<file path="src/hw/rtl/gdsrd_pkg.sv">
`timescale 1ns / 1ps

package gdsrd_pkg;

  localparam logic [2:0] ST_ELEM     = 3'd0;
  localparam logic [2:0] ST_END      = 3'd1;
  localparam logic [2:0] ST_EOF_HDR  = 3'd2;
  localparam logic [2:0] ST_MISMATCH = 3'd3;
  localparam logic [2:0] ST_BADLEN   = 3'd4;
  localparam logic [2:0] ST_EOF_PAY  = 3'd5;

  localparam logic [1:0] KIND_NONE = 2'd0;
  localparam logic [1:0] KIND_INT  = 2'd1;
  localparam logic [1:0] KIND_REAL = 2'd2;
  localparam logic [1:0] KIND_CHAR = 2'd3;

  localparam logic [7:0] DT_BITS   = 8'd1;
  localparam logic [7:0] DT_SHORT  = 8'd2;
  localparam logic [7:0] DT_LONG   = 8'd3;
  localparam logic [7:0] DT_SGL    = 8'd4;
  localparam logic [7:0] DT_DBL    = 8'd5;
  localparam logic [7:0] DT_STRING = 8'd6;

  localparam logic [10:0] EXP_BIAS_ADJ = 11'd711;

  typedef enum logic [1:0] {
    FMT_INT,
    FMT_R32,
    FMT_R64,
    FMT_CHAR
  } fmt_t;

  typedef enum logic [1:0] {
    PH_HEADER  = 2'b01,
    PH_PAYLOAD = 2'b10
  } phase_t;

  typedef struct packed {
    logic       command;
    logic [7:0] data_byte;
  } in_item_t;

  typedef struct packed {
    logic [2:0]  status;
    logic [63:0] element_value;
    logic [1:0]  value_kind;
    logic [14:0] element_index;
    logic [15:0] record_length;
  } out_item_t;

  typedef struct packed {
    logic        emit_elem;
    fmt_t        fmt;
    logic [63:0] raw;
    logic [14:0] elem_idx;
    logic        tail_valid;
    logic [2:0]  tail_status;
    logic [14:0] tail_idx;
    logic [15:0] rec_len;
  } q_entry_t;

endpackage

</file>
<file path="src/hw/rtl/gdsrd_front.sv">
`timescale 1ns / 1ps

module gdsrd_front (
  input  logic                clk,
  input  logic                rst_n,
  input  logic                acc,
  input  gdsrd_pkg::in_item_t item,
  input  logic                cfg_valid,
  input  logic [15:0]         cfg_data,
  output logic                push,
  output gdsrd_pkg::q_entry_t entry
);
  import gdsrd_pkg::*;

  logic [15:0] exp_id_r;
  phase_t      phase_r, phase_nxt;
  logic [1:0]  hb_r, hb_nxt;
  logic [15:0] len_r, len_nxt;
  logic [15:0] id_r, id_nxt;
  logic [15:0] left_r, left_nxt;
  logic [63:0] buf_r, buf_nxt;
  logic [2:0]  ecnt_r, ecnt_nxt;
  logic [14:0] ctr_r, ctr_nxt;
  logic        term_r, term_nxt;

  always_comb begin
    logic [7:0]  b;
    logic [63:0] sh;
    logic [3:0]  size;
    logic        coll;
    logic        done;
    logic [15:0] left_d;
    b = item.data_byte;
    sh = {buf_r[55:0], b};
    size = 4'd0;
    coll = 1'b0;
    done = 1'b0;
    left_d = left_r - 16'd1;
    phase_nxt = phase_r;
    hb_nxt = hb_r;
    len_nxt = len_r;
    id_nxt = id_r;
    left_nxt = left_r;
    buf_nxt = buf_r;
    ecnt_nxt = ecnt_r;
    ctr_nxt = ctr_r;
    term_nxt = term_r;
    push = 1'b0;
    entry = '0;
    entry.rec_len = len_r;
    if (acc) begin
      if (item.command) begin
        push = 1'b1;
        entry.tail_valid = 1'b1;
        if (phase_r == PH_PAYLOAD) begin
          entry.tail_status = ST_EOF_PAY;
          entry.tail_idx = ctr_r;
        end else begin
          entry.tail_status = ST_EOF_HDR;
          entry.rec_len = '0;
        end
        phase_nxt = PH_HEADER;
        hb_nxt = '0;
        len_nxt = '0;
        id_nxt = '0;
        left_nxt = '0;
        buf_nxt = '0;
        ecnt_nxt = '0;
        ctr_nxt = '0;
        term_nxt = 1'b0;
      end else begin
        unique case (phase_r)
          PH_HEADER: begin
            if (hb_r < 2'd2) begin
              len_nxt = {len_r[7:0], b};
            end else begin
              id_nxt = {id_r[7:0], b};
            end
            if (hb_r != 2'd3) begin
              hb_nxt = hb_r + 2'd1;
            end else begin
              hb_nxt = '0;
              buf_nxt = '0;
              ecnt_nxt = '0;
              ctr_nxt = '0;
              term_nxt = 1'b0;
              push = 1'b1;
              entry.tail_valid = 1'b1;
              if (id_nxt != exp_id_r) begin
                entry.tail_status = ST_MISMATCH;
              end else if (len_r < 16'd4) begin
                entry.tail_status = ST_BADLEN;
              end else if (len_r == 16'd4) begin
                entry.tail_status = ST_END;
              end else begin
                push = 1'b0;
                phase_nxt = PH_PAYLOAD;
                left_nxt = len_r - 16'd4;
              end
            end
          end
          PH_PAYLOAD: begin
            left_nxt = left_d;
            entry.elem_idx = ctr_r;
            case (id_r[7:0])
              DT_BITS: begin
                coll = (ctr_r == '0);
                size = 4'd2;
                entry.fmt = FMT_INT;
                entry.raw = {48'd0, sh[15:0]};
              end
              DT_SHORT: begin
                coll = 1'b1;
                size = 4'd2;
                entry.fmt = FMT_INT;
                entry.raw = {{48{sh[15]}}, sh[15:0]};
              end
              DT_LONG: begin
                coll = 1'b1;
                size = 4'd4;
                entry.fmt = FMT_INT;
                entry.raw = {{32{sh[31]}}, sh[31:0]};
              end
              DT_SGL: begin
                coll = 1'b1;
                size = 4'd4;
                entry.fmt = FMT_R32;
                entry.raw = sh;
              end
              DT_DBL: begin
                coll = 1'b1;
                size = 4'd8;
                entry.fmt = FMT_R64;
                entry.raw = sh;
              end
              DT_STRING: begin
                entry.fmt = FMT_CHAR;
                entry.raw = {56'd0, b};
                if (!term_r) begin
                  if (b == 8'd0) begin
                    term_nxt = 1'b1;
                  end else begin
                    done = 1'b1;
                  end
                end
              end
              default: begin
                entry.fmt = FMT_INT;
              end
            endcase
            if (coll) begin
              buf_nxt = sh;
              if ({1'b0, ecnt_r} + 4'd1 >= size) begin
                ecnt_nxt = '0;
                done = 1'b1;
              end else begin
                ecnt_nxt = ecnt_r + 3'd1;
              end
            end
            if (done) begin
              buf_nxt = '0;
              ctr_nxt = ctr_r + 15'd1;
            end
            entry.emit_elem = done;
            if (left_d == '0) begin
              entry.tail_valid = 1'b1;
              entry.tail_status = ST_END;
              entry.tail_idx = ctr_nxt;
              phase_nxt = PH_HEADER;
              buf_nxt = '0;
              ecnt_nxt = '0;
            end
            push = done | (left_d == '0);
          end
          default: begin
            phase_nxt = PH_HEADER;
          end
        endcase
      end
    end
  end

  always_ff @(posedge clk) begin
    if (!rst_n) begin
      exp_id_r <= '0;
      phase_r <= PH_HEADER;
      hb_r <= '0;
      len_r <= '0;
      id_r <= '0;
      left_r <= '0;
      buf_r <= '0;
      ecnt_r <= '0;
      ctr_r <= '0;
      term_r <= 1'b0;
    end else begin
      if (cfg_valid) begin
        exp_id_r <= cfg_data;
      end
      phase_r <= phase_nxt;
      hb_r <= hb_nxt;
      len_r <= len_nxt;
      id_r <= id_nxt;
      left_r <= left_nxt;
      buf_r <= buf_nxt;
      ecnt_r <= ecnt_nxt;
      ctr_r <= ctr_nxt;
      term_r <= term_nxt;
    end
  end

endmodule

</file>
<file path="src/hw/rtl/gdsrd_queue.sv">
`timescale 1ns / 1ps

module gdsrd_queue #(
  parameter int DEPTH = 4
) (
  input  logic                clk,
  input  logic                rst_n,
  input  logic                push,
  input  gdsrd_pkg::q_entry_t wdata,
  input  logic                pop,
  output gdsrd_pkg::q_entry_t rdata,
  output logic                empty,
  output logic                full
);
  import gdsrd_pkg::*;

  localparam int PW = (DEPTH > 1) ? $clog2(DEPTH) : 1;
  localparam int CW = $clog2(DEPTH + 1);

  q_entry_t        mem_r [DEPTH];
  logic [PW-1:0]   wr_ptr_r, rd_ptr_r;
  logic [CW-1:0]   cnt_r;
  logic            do_push, do_pop;

  assign empty = (cnt_r == '0);
  assign full = (cnt_r == CW'(DEPTH));
  assign rdata = mem_r[rd_ptr_r];
  assign do_push = push && !full;
  assign do_pop = pop && !empty;

  always_ff @(posedge clk) begin
    if (do_push) begin
      mem_r[wr_ptr_r] <= wdata;
    end
  end

  always_ff @(posedge clk) begin
    if (!rst_n) begin
      wr_ptr_r <= '0;
      rd_ptr_r <= '0;
      cnt_r <= '0;
    end else begin
      if (do_push) begin
        wr_ptr_r <= (wr_ptr_r == PW'(DEPTH - 1)) ? '0 : wr_ptr_r + PW'(1);
      end
      if (do_pop) begin
        rd_ptr_r <= (rd_ptr_r == PW'(DEPTH - 1)) ? '0 : rd_ptr_r + PW'(1);
      end
      if (do_push && !do_pop) begin
        cnt_r <= cnt_r + CW'(1);
      end else if (do_pop && !do_push) begin
        cnt_r <= cnt_r - CW'(1);
      end
    end
  end

`ifndef NO_ASSERTIONS
  a_no_overflow: assert property (@(posedge clk) disable iff (!rst_n)
    push |-> !full)
    else $error("request pushed into a full queue");
`endif

endmodule

</file>
<file path="src/hw/rtl/gdsrd_back.sv">
`timescale 1ns / 1ps

module gdsrd_back (
  input  logic                 clk,
  input  logic                 rst_n,
  input  gdsrd_pkg::q_entry_t  q_data,
  input  logic                 q_empty,
  output logic                 q_pop,
  output logic                 out_valid,
  input  logic                 out_stall,
  output gdsrd_pkg::out_item_t out_data
);
  import gdsrd_pkg::*;

  q_entry_t    s1_r;
  logic        s1_v_r;
  logic [5:0]  s1_lz_r;
  logic        s1_zero_r;

  out_item_t   s2_elem_r, s2_tail_r;
  logic        s2_emit_r, s2_tvalid_r, s2_v_r;

  out_item_t   out_r, pend_item_r;
  logic        out_v_r, pend_r;

  logic        out_take, out_load_ok, s2_move, s1_move;
  logic [55:0] q_mant;
  logic [5:0]  q_lz;
  out_item_t   elem_c, tail_c;

  assign out_take = out_v_r && !out_stall;
  assign out_load_ok = !out_v_r || (out_take && !pend_r);
  assign s2_move = s2_v_r && out_load_ok;
  assign s1_move = s1_v_r && (!s2_v_r || s2_move);
  assign q_pop = !q_empty && (!s1_v_r || s1_move);

  always_comb begin
    q_mant = (q_data.fmt == FMT_R32) ? {q_data.raw[23:0], 32'd0} : q_data.raw[55:0];
    q_lz = 6'd55;
    for (int i = 0; i < 56; i++) begin
      if (q_mant[i]) begin
        q_lz = 6'(55 - i);
      end
    end
  end

  always_comb begin
    logic [55:0] mant;
    logic [55:0] norm;
    logic [53:0] rnd;
    logic        up;
    logic [6:0]  ex;
    logic        sgn;
    logic [10:0] bexp;
    if (s1_r.fmt == FMT_R32) begin
      mant = {s1_r.raw[23:0], 32'd0};
      ex = s1_r.raw[30:24];
      sgn = s1_r.raw[31];
    end else begin
      mant = s1_r.raw[55:0];
      ex = s1_r.raw[62:56];
      sgn = s1_r.raw[63];
    end
    norm = mant << s1_lz_r;
    up = norm[2] && (norm[1] || norm[0] || norm[3]);
    rnd = {1'b0, norm[55:3]} + {53'd0, up};
    bexp = 11'(6'd55 - s1_lz_r) + {2'b00, ex, 2'b00} + EXP_BIAS_ADJ + {10'd0, rnd[53]};
    elem_c.status = ST_ELEM;
    elem_c.element_index = s1_r.elem_idx;
    elem_c.record_length = s1_r.rec_len;
    elem_c.element_value = s1_r.raw;
    elem_c.value_kind = KIND_INT;
    case (s1_r.fmt)
      FMT_R32, FMT_R64: begin
        elem_c.value_kind = KIND_REAL;
        if (s1_zero_r) begin
          elem_c.element_value = {sgn, 63'd0};
        end else if (rnd[53]) begin
          elem_c.element_value = {sgn, bexp, 52'd0};
        end else begin
          elem_c.element_value = {sgn, bexp, rnd[51:0]};
        end
      end
      FMT_CHAR: elem_c.value_kind = KIND_CHAR;
      default: elem_c.value_kind = KIND_INT;
    endcase
    tail_c.status = s1_r.tail_status;
    tail_c.element_value = '0;
    tail_c.value_kind = KIND_NONE;
    tail_c.element_index = s1_r.tail_idx;
    tail_c.record_length = s1_r.rec_len;
  end

  always_ff @(posedge clk) begin
    if (q_pop) begin
      s1_r <= q_data;
      s1_lz_r <= q_lz;
      s1_zero_r <= (q_mant == '0);
    end
    if (s1_move) begin
      s2_elem_r <= elem_c;
      s2_tail_r <= tail_c;
      s2_emit_r <= s1_r.emit_elem;
      s2_tvalid_r <= s1_r.tail_valid;
    end
    if (s2_move) begin
      out_r <= s2_emit_r ? s2_elem_r : s2_tail_r;
      pend_item_r <= s2_tail_r;
    end else if (out_take && pend_r) begin
      out_r <= pend_item_r;
    end
  end

  always_ff @(posedge clk) begin
    if (!rst_n) begin
      s1_v_r <= 1'b0;
      s2_v_r <= 1'b0;
      out_v_r <= 1'b0;
      pend_r <= 1'b0;
    end else begin
      if (q_pop) begin
        s1_v_r <= 1'b1;
      end else if (s1_move) begin
        s1_v_r <= 1'b0;
      end
      if (s1_move) begin
        s2_v_r <= 1'b1;
      end else if (s2_move) begin
        s2_v_r <= 1'b0;
      end
      if (s2_move) begin
        out_v_r <= 1'b1;
        pend_r <= s2_emit_r && s2_tvalid_r;
      end else if (out_take) begin
        out_v_r <= pend_r;
        pend_r <= 1'b0;
      end
    end
  end

  assign out_valid = out_v_r;
  assign out_data = out_r;

`ifndef NO_ASSERTIONS
  a_pend_has_out: assert property (@(posedge clk) disable iff (!rst_n)
    pend_r |-> out_v_r)
    else $error("pending record end without a shown result");
  a_pend_is_elem: assert property (@(posedge clk) disable iff (!rst_n)
    pend_r |-> (out_r.status == ST_ELEM))
    else $error("trailing result queued behind a non-element result");
  a_stall_holds: assert property (@(posedge clk) disable iff (!rst_n)
    out_v_r && out_stall |=> out_v_r && $stable(out_r))
    else $error("stalled result changed");
`endif

endmodule

</file>
<file path="src/hw/rtl/gdsii_record_decoder.sv">
`timescale 1ns / 1ps

// Channel  Direction  Handshake            Payload
// in       input      in_valid / in_stall   in_data (command, data_byte)
// out      output     out_valid / out_stall out_data (status .. record_length)
// cfg      input      cfg_valid / cfg_ready cfg_data (expected record id)
//
// One byte is taken per cycle while the request queue has room.
// A result goes through the queue and the s1, s2 and out registers; a record end that
// follows an element is held pending and shown once that element is taken.
// The request queue absorbs short output stalls; when it fills, in_stall rises.
// Reset is synchronous and returns the parser to the header phase.

module gdsii_record_decoder #(
  parameter int QUEUE_DEPTH = 4
) (
  input  logic                 clk,
  input  logic                 rst_n,
  input  logic                 in_valid,
  output logic                 in_stall,
  input  gdsrd_pkg::in_item_t  in_data,
  output logic                 out_valid,
  input  logic                 out_stall,
  output gdsrd_pkg::out_item_t out_data,
  input  logic                 cfg_valid,
  output logic                 cfg_ready,
  input  logic [15:0]          cfg_data
);
  import gdsrd_pkg::*;

  logic     acc, push, q_pop, q_empty, q_full;
  q_entry_t push_entry, q_data;

  assign in_stall = q_full;
  assign acc = in_valid && !q_full;
  assign cfg_ready = 1'b1;

  gdsrd_front u_front (
    .clk       (clk),
    .rst_n     (rst_n),
    .acc       (acc),
    .item      (in_data),
    .cfg_valid (cfg_valid),
    .cfg_data  (cfg_data),
    .push      (push),
    .entry     (push_entry)
  );

  gdsrd_queue #(
    .DEPTH (QUEUE_DEPTH)
  ) u_queue (
    .clk   (clk),
    .rst_n (rst_n),
    .push  (push),
    .wdata (push_entry),
    .pop   (q_pop),
    .rdata (q_data),
    .empty (q_empty),
    .full  (q_full)
  );

  gdsrd_back u_back (
    .clk       (clk),
    .rst_n     (rst_n),
    .q_data    (q_data),
    .q_empty   (q_empty),
    .q_pop     (q_pop),
    .out_valid (out_valid),
    .out_stall (out_stall),
    .out_data  (out_data)
  );

endmodule

</file>
<file path="config.mk">
export PLATFORM = sky130hd
export DESIGN_NAME = gdsii_record_decoder
export DESIGN_NICKNAME = d
export VERILOG_FILES = /design/src/hw/rtl/gdsrd_pkg.sv /design/src/hw/rtl/gdsrd_front.sv /design/src/hw/rtl/gdsrd_queue.sv /design/src/hw/rtl/gdsrd_back.sv /design/src/hw/rtl/gdsii_record_decoder.sv
export SDC_FILE = /design/constraint.sdc
export NUM_CORES = 2
export LEC_CHECK = 0
export ABC_AREA = 1
export BUFFER_PORTS_ARGS = -buffer_cell sky130_fd_sc_hd__buf_2
export CELL_PAD_IN_SITES_DETAIL_PLACEMENT = 0
export CELL_PAD_IN_SITES_GLOBAL_PLACEMENT = 1
export CORE_ASPECT_RATIO = 2
export CORE_MARGIN = 2
export CORE_UTILIZATION = 35
export DETAILED_ROUTE_END_ITERATION = 6
export HOLD_SLACK_MARGIN = 0.08
export PLACE_DENSITY = 0.69
export SYNTH_ARGS = -nofsm -noshare
export SYNTH_HDL_FRONTEND = slang
export SYNTH_SLANG_ARGS = --single-unit
</file>
<file path="constraint.sdc">
create_clock -name clk -period 11.6 [get_ports clk]
set_input_delay 1.16 -clock clk [delete_from_list [all_inputs] [get_ports clk]]
set_output_delay 1.16 -clock clk [all_outputs]
set_load 0.01 [all_outputs]
</file>
Yosys cells after proc, flatten, opt, wreduce, memory -nomap -nowiden
Memories as Yosys holds them, arrays and structs flattened. A register that Yosys moved wholly into a read port is not among the register bits.
Cells that the tools add are included.
- flip-flop bits (word level): 529
- memory bits (writable): 468
- output and inout port bits: 103
- word-level logic and storage cells: 321
- memories kept: 1
- memory list (name ; depth ; bits a word ; read ports ; clocked after memory_dff ; wr ports ; line ; source):
    u_queue.mem_r ; 4 ; 117 ; 1 ; 1 ; 1 ; gdsrd_queue.sv:20 ; q_entry_t mem_r [DEPTH];
- add/sub/neg operators: 15
- order comparisons: 3
- eq/ne operators: 26
- shift-type cells: 1
- muxes and demuxes: 168
- bitwise gates (word level): 1
- reduce and logical (&&, ||, !) cells: 58
- operators with widths (operator ; number):
    2-to-1 mux 56 bit ; 7
    case mux 64 bit (5 select lines) ; 1
    2-to-1 mux 100 bit ; 3
    2-to-1 mux 16 bit ; 16
    2-to-1 mux 82 bit ; 2
    2-to-1 mux 5 bit ; 32
    2-to-1 mux 117 bit ; 1
    case mux 56 bit (2 select lines) ; 1
    2-to-1 mux 15 bit ; 5
    2-to-1 mux 64 bit ; 1
    2-to-1 mux 63 bit ; 1
    zero test 56 bit ; 1
    << shifter 56 x 6 -> 56 bit ; 1
    adder 53 x 1 -> 54 bit ; 1
    2-to-1 mux 3 bit ; 18
    2-to-1 mux 52 bit ; 1
    2-to-1 mux 4 bit ; 12
    2-to-1 mux 19 bit ; 2
    2-to-1 mux 1 bit ; 36
    2-to-1 mux 2 bit ; 17
    case mux 16 bit (2 select lines) ; 1
    OR reduction 32 bit ; 1
    case mux 15 bit (2 select lines) ; 1
    equality test 8 x 3 -> 1 bit, second input constant ; 3
    50 further kinds ; 107

Depth between registers and ports, before layout
- depth after elaboration: 56
- mapped depth: 57
- depth with buffers taken out: 57

By module
A second synthesis with hierarchy kept.
- cells, all modules: 4822
- area total of the unflattened synthesis: 47056.4 sq um
- modules (own cells, without submodules) (module ; instances ; cells each ; area an instance (sq um) ; seq. area each (sq um)):
    gdsrd_back ; 1 ; 2086 ; 19960.4 ; 11340.9
    gdsrd_queue ; 1 ; 1203 ; 17818.3 ; 14233.7
    gdsrd_front ; 1 ; 1529 ; 9256.4 ; 2862.7
    gdsii_record_decoder ; 1 ; 4 ; 21.3 ; 0.0

Least setup slack after synthesis
No wires, ideal clock.
- path kind: flip-flop to flip-flop
- from: reg u_front.id_r[4]
- to: mem u_queue.mem_r[0][0] in the netlist's numbering, enable pin
- library setup time: 0.595 ns
- arrival time: 7.687 ns
- data required time: 11.005 ns
- path slack: 3.318 ns
- stages on the path, launching flop included: 20
- path buffers: 1
- period minus slack after synthesis: 8.282 ns
- cells stage by stage: dfxtp_1 -> nor4_1 -> nand2_1 -> nor2_1 -> clkbuf_1 -> a21oi_1 -> ha_1 -> a21oi_1 -> inv_1 -> a21oi_1 -> or2_2 -> nand2_1 -> inv_1 -> nor2_1 -> inv_1 -> nand3_1 -> nand2_1 -> nand2_1 -> nand2_1 -> nor2_1
- word-level cells in the longest chain between the ends: 19
- RTL lines (item ; line ; source):
    from (decl) ; gdsrd_front.sv:19 ; logic [15:0] id_r, id_nxt;
    from (signal assigned) ; gdsrd_front.sv:202 ; id_r <= id_nxt;
    equality test 8 x 2 -> 1 bit (tied with other cells) ; gdsrd_front.sv:105 ; case (id_r[7:0])
    OR reduction 2 bit (no line) ; -- ;
    case mux 4 bit (3 select lines) ; gdsrd_front.sv:105 ;
    2-to-1 mux 4 bit ; gdsrd_front.sv:72 ; unique case (phase_r)
    2-to-1 mux 4 bit ; gdsrd_front.sv:52 ; if (item.command) begin
    2-to-1 mux 4 bit ; gdsrd_front.sv:51 ; if (acc) begin
    greater-or-equal comparator 4 bit ; gdsrd_front.sv:153 ; if ({1'b0, ecnt_r} + 4'd1 >= size) begin
    2-to-1 mux 1 bit ; gdsrd_front.sv:153 ;
    [3 not listed] ; -- ;
    2-to-1 mux 1 bit ; gdsrd_front.sv:51 ;
    bitwise OR 1 bit ; gdsrd_front.sv:173 ; push = done | (left_d == '0);
    case mux 1 bit (2 select lines) (*) ; gdsrd_front.sv:72 ;
    2-to-1 mux 1 bit (*) ; gdsrd_front.sv:52 ;
    2-to-1 mux 1 bit (*) ; gdsrd_front.sv:51 ;
    logical AND 1 bit (*) ; gdsrd_queue.sv:28 ; assign do_push = push && !full;
    2-to-1 mux 1 bit (*) ; gdsrd_queue.sv:32 ; if (do_push) begin
    2-to-1 mux 1 bit (implied by the code) (*) ; gdsrd_queue.sv:33 ; mem_r[wr_ptr_r] <= wdata;
    to (decl) ; gdsrd_queue.sv:20 ;
Mark *: on every way between the ends. The rest lies on a longest branch, timed or not. The select of a mux whose other input is x is not followed.

==> results.cfg <==
[critical_path]
timing.critical_path.mode_cell = nand2_1
required_ns = 12.00
peak_per_stage_delay_on_the_critical_path_ns = 0.55
critPathSlowestCell = inv_2
critical_path_peak_fanout = 59
endpoint_kind = register
rrSetupSlack_ns = 3.80
cp-start-kind = register
critPathKind = reg2reg
r2r.worst_path.cells = 46
worst-endpoint-arrival_ns = 8.21

[global_routing]
groute.layer.met2.usage_pct = 30.92
grt_start_max_net_pins = 103
global_route_wire_length_before_repair_mm = 192.1
antenna_found_initial = 3
global_route.usage.met3_pct = 2.001
grt_use_total_pct = 18.66
grt_pass1_vias = 31510
globalRoute.totalOverflow = 0
grt.met1_usage_pct = 25.46
gr-max-usage-layer = met2

[drt]
detailedRoute.firstIterationViolations = 2896
dr.pass1.iters = 5
drt.antenna.violating_nets = 0
wirelength_mm = 126.7
avgViaCountPerCell = 5.120
detail_route.drc_violations = 0
drt-wirelength-per-cell_um = 19.61
dr_vias = 33090

[die]
die_w_um = 260.1
start_util_pct = 35.15
ioPinCount = 133
design.core.area_um2 = 130600
design.die.area_um2 = 134200
die_height_um = 516.1
rows = 188

[timing]
final_period_utilization_pct = 67.26
final-max-slew-violation-count = 0
report.final.setup_viol = 0
setup_repair_after_global_routing_missed_its_margin = no
max_slew.worst_pin.slew_ns = 1.255
slew_headroom_pct = 16.00
timing.final.crit_period_ns = 7.802
finalSetupTns_ns = 0
finalHoldViolations = 0
fmax_mhz = 128.2
clock_tree_skew_after_final_layout_ns = 0.05061

[logic_synthesis]
flip_flop_and_latch_count_after_synthesis = 999
syn_area_um2 = 45890
synth_largest_area_cell = edfxtp_1
syn-num-nets = 4745
synthFlopType = edfxtp_1
yosysTopAreaCellShare_pct = 55.16
main_area_contributors_after_synthesis = edfxtp_1 (55%), dfxtp_1 (6.8%), nand2_1 (6.6%), nor2_1 (5.8%), o21ai_0 (5.6%)
async_flop_share_pct = 0
edff_count_synth = 843
netlist_instances = 4673
yosys_warnings = 0
yosysUniqueCellTypes = 65
syn-mean-instance-area_um2 = 9.821
yosysSeqAreaShare_pct = 61.96

[clock_tree]
post_cts_resize_count = 0
htree_num_levels = 3
post_cts_hold_buffer_count = 0
cts_made_buffers = 89
clk_root_buffer_cell = clkbuf_16
cts.reportedPaths.clkPinSlew_ns = 0.06
clock_latency_ns = 0.72
cts_tree = yes
cts_setup_buffers = 0
tritoncts_num_sinks = 999
ctsLongestPathBuffers = 3

[final_layout]
fillCellCount = 12790
layout.cell_area.non_filler_um2 = 51140
seqCellArea_um2 = 28440
fin_nets = 4750
final_layout_size_suffix_gt1_share_pct = 8.230
multi_input_comb_area_um2 = 14780
post_layout_nonfiller_instances = 6462
layout.core_utilization_pct = 39.17
mostFrequentLayoutCells = edfxtp_1 (843), nand2_1 (807), nor2_1 (697), o21ai_0 (508), inv_1 (415)
layout_commonest_cell = edfxtp_1
synthToLayoutAreaGrowth_pct = 11.44

[pwr]
swShare_pct = 42.87
power_switching_mw = 6.108
irDropWorstVdd_mv = 0.1687
power.share.sequential_pct = 37.0
intPower_mw = 8.140
power.clock.fraction_pct = 21.8
power-per-cell-area_nw_per_um2 = 278.6
combPwrFrac_pct = 41.2
p_leak_nw = 18.86

[flow_run]
drv_cap = 0

[placed_design]
placedCellCount = 6297
hpwlAfterDp_mm = 85.74
finalWeightedCongestion = 0.9082
postPlaceCellArea_um2 = 48050
placement.io_buffers = 131

[hold_path]
min_delay_path_depth = 0
hold_class = reg2reg

[status]
outcome = completed
[layer usage]
metal	up-vias	part of all wire, %
li1	16120	-
met1	15990	45
met2	810	48
met3	163	4.5
met4	2	2.9
met5	-	0.0095
[synth_stat cells (all sizes together) (2+ instances only)]
master / number
a211oi: 42
a21oi: 252
a221oi: 2
a22oi: 2
a31oi: 33
a32oi: 27
and3: 2
buf: 71
clkbuf: 195
clkinv: 7
dfxtp: 156
edfxtp: 843
fa: 2
ha: 40
inv: 434
mux2i: 46
nand2: 808
nand3: 88
nand4: 39
nor2: 713
nor3: 43
nor4: 29
nor4b: 2
o2111ai: 4
o211ai: 17
o21ai: 539
o21bai: 2
o221ai: 6
o22ai: 90
o311ai: 4
o31ai: 12
o32ai: 2
o41ai: 24
or2: 8
xnor2: 23
xor2: 52
[critical path, delay by kind of cell (launching register included)]
family          cells  cell delay (ns)
xor+xnor            1             0.14
buf+inv             3             0.91
compound gates      6             0.63
simple gates       32             4.55
flops               1             0.39
fa+ha+maj           4             0.86
[sequential cells by signal (all words and copies together), names as in the netlist, 2 cells and up, named ones only]
signal              count
u_front.phase_r         2
u_queue.rd_ptr_r        2
u_back.s2_tail_r       18
u_back.s1_r            86
u_front.ctr_r          15
u_back.pend_item_r     34
u_back.elem_c          31
u_front.left_r         16
u_front.hb_r            2
u_front.id_r           16
u_back.s2_elem_r       97
u_queue.cnt_r           3
u_back.s1_lz_r          6
u_front.buf_r          56
u_queue.mem_r         468
u_front.ecnt_r          3
u_queue.wr_ptr_r        2
u_front.exp_id_r       16
u_front.len_r          16
u_back.out_data       100
[kinds of logic after synthesis]
logic type,count (synthesis),share of synthesized area (%)
other,1,0.008171
buffers and inverters,707,6.003
and+or+nand+nor,1736,15.32
muxes,46,1.003
adders and majority gates,42,1.178
xor gates and xnor gates,75,1.431
DFF,999,61.96
AOI/OAI and AO/OA,1067,13.09
[path summary, 6_finish.rpt]
check                                      start                    to
worst max-delay path            u_back.s1_r[114]  u_back.s2_elem_r[94]
worst min register to register   u_back.s1_r[34]    u_back.s2_tvalid_r
worst min-delay path             u_back.s1_r[34]    u_back.s2_tvalid_r
worst max register to register  u_back.s1_r[114]  u_back.s2_elem_r[94]
[power groups by stage]
stage	Sequential [mW]	Combinational, mW	Clock, mW
floorplan	5.18	3.98	0
global placement	5.33	5.82	0
detailed placement	5.35	5.85	0
CTS	5.27	5.87	3.18
global route	5.33	6.53	3.31
finish	5.27	5.87	3.10
[stage by stage]
stage	power, mW	setup slack [ns]	hold slack [ns]
after floorplan	9.152	3.318	0.4003
after global routing	15.17	2.851	0.4234
after detailed placement	11.20	3.842	0.4045
after global placement	11.15	3.793	0.4034
after CTS	14.32	3.805	0.4179
final	14.25	3.798	0.4156
[area by class of cell]
| type | count | share of cell area (%) |
|---|---|---|
| tap | 1710 | 4.183 |
| sequential | 999 | 55.61 |
| clock buffer | 114 | 4.709 |
| multi-input combinational | 2967 | 28.89 |
| inverter | 441 | 3.266 |
| timing repair buffer | 180 | 2.001 |
| clock inverter | 50 | 1.328 |
| antenna | 1 | 0.004893 |
(Power assumes the default switching activity.)
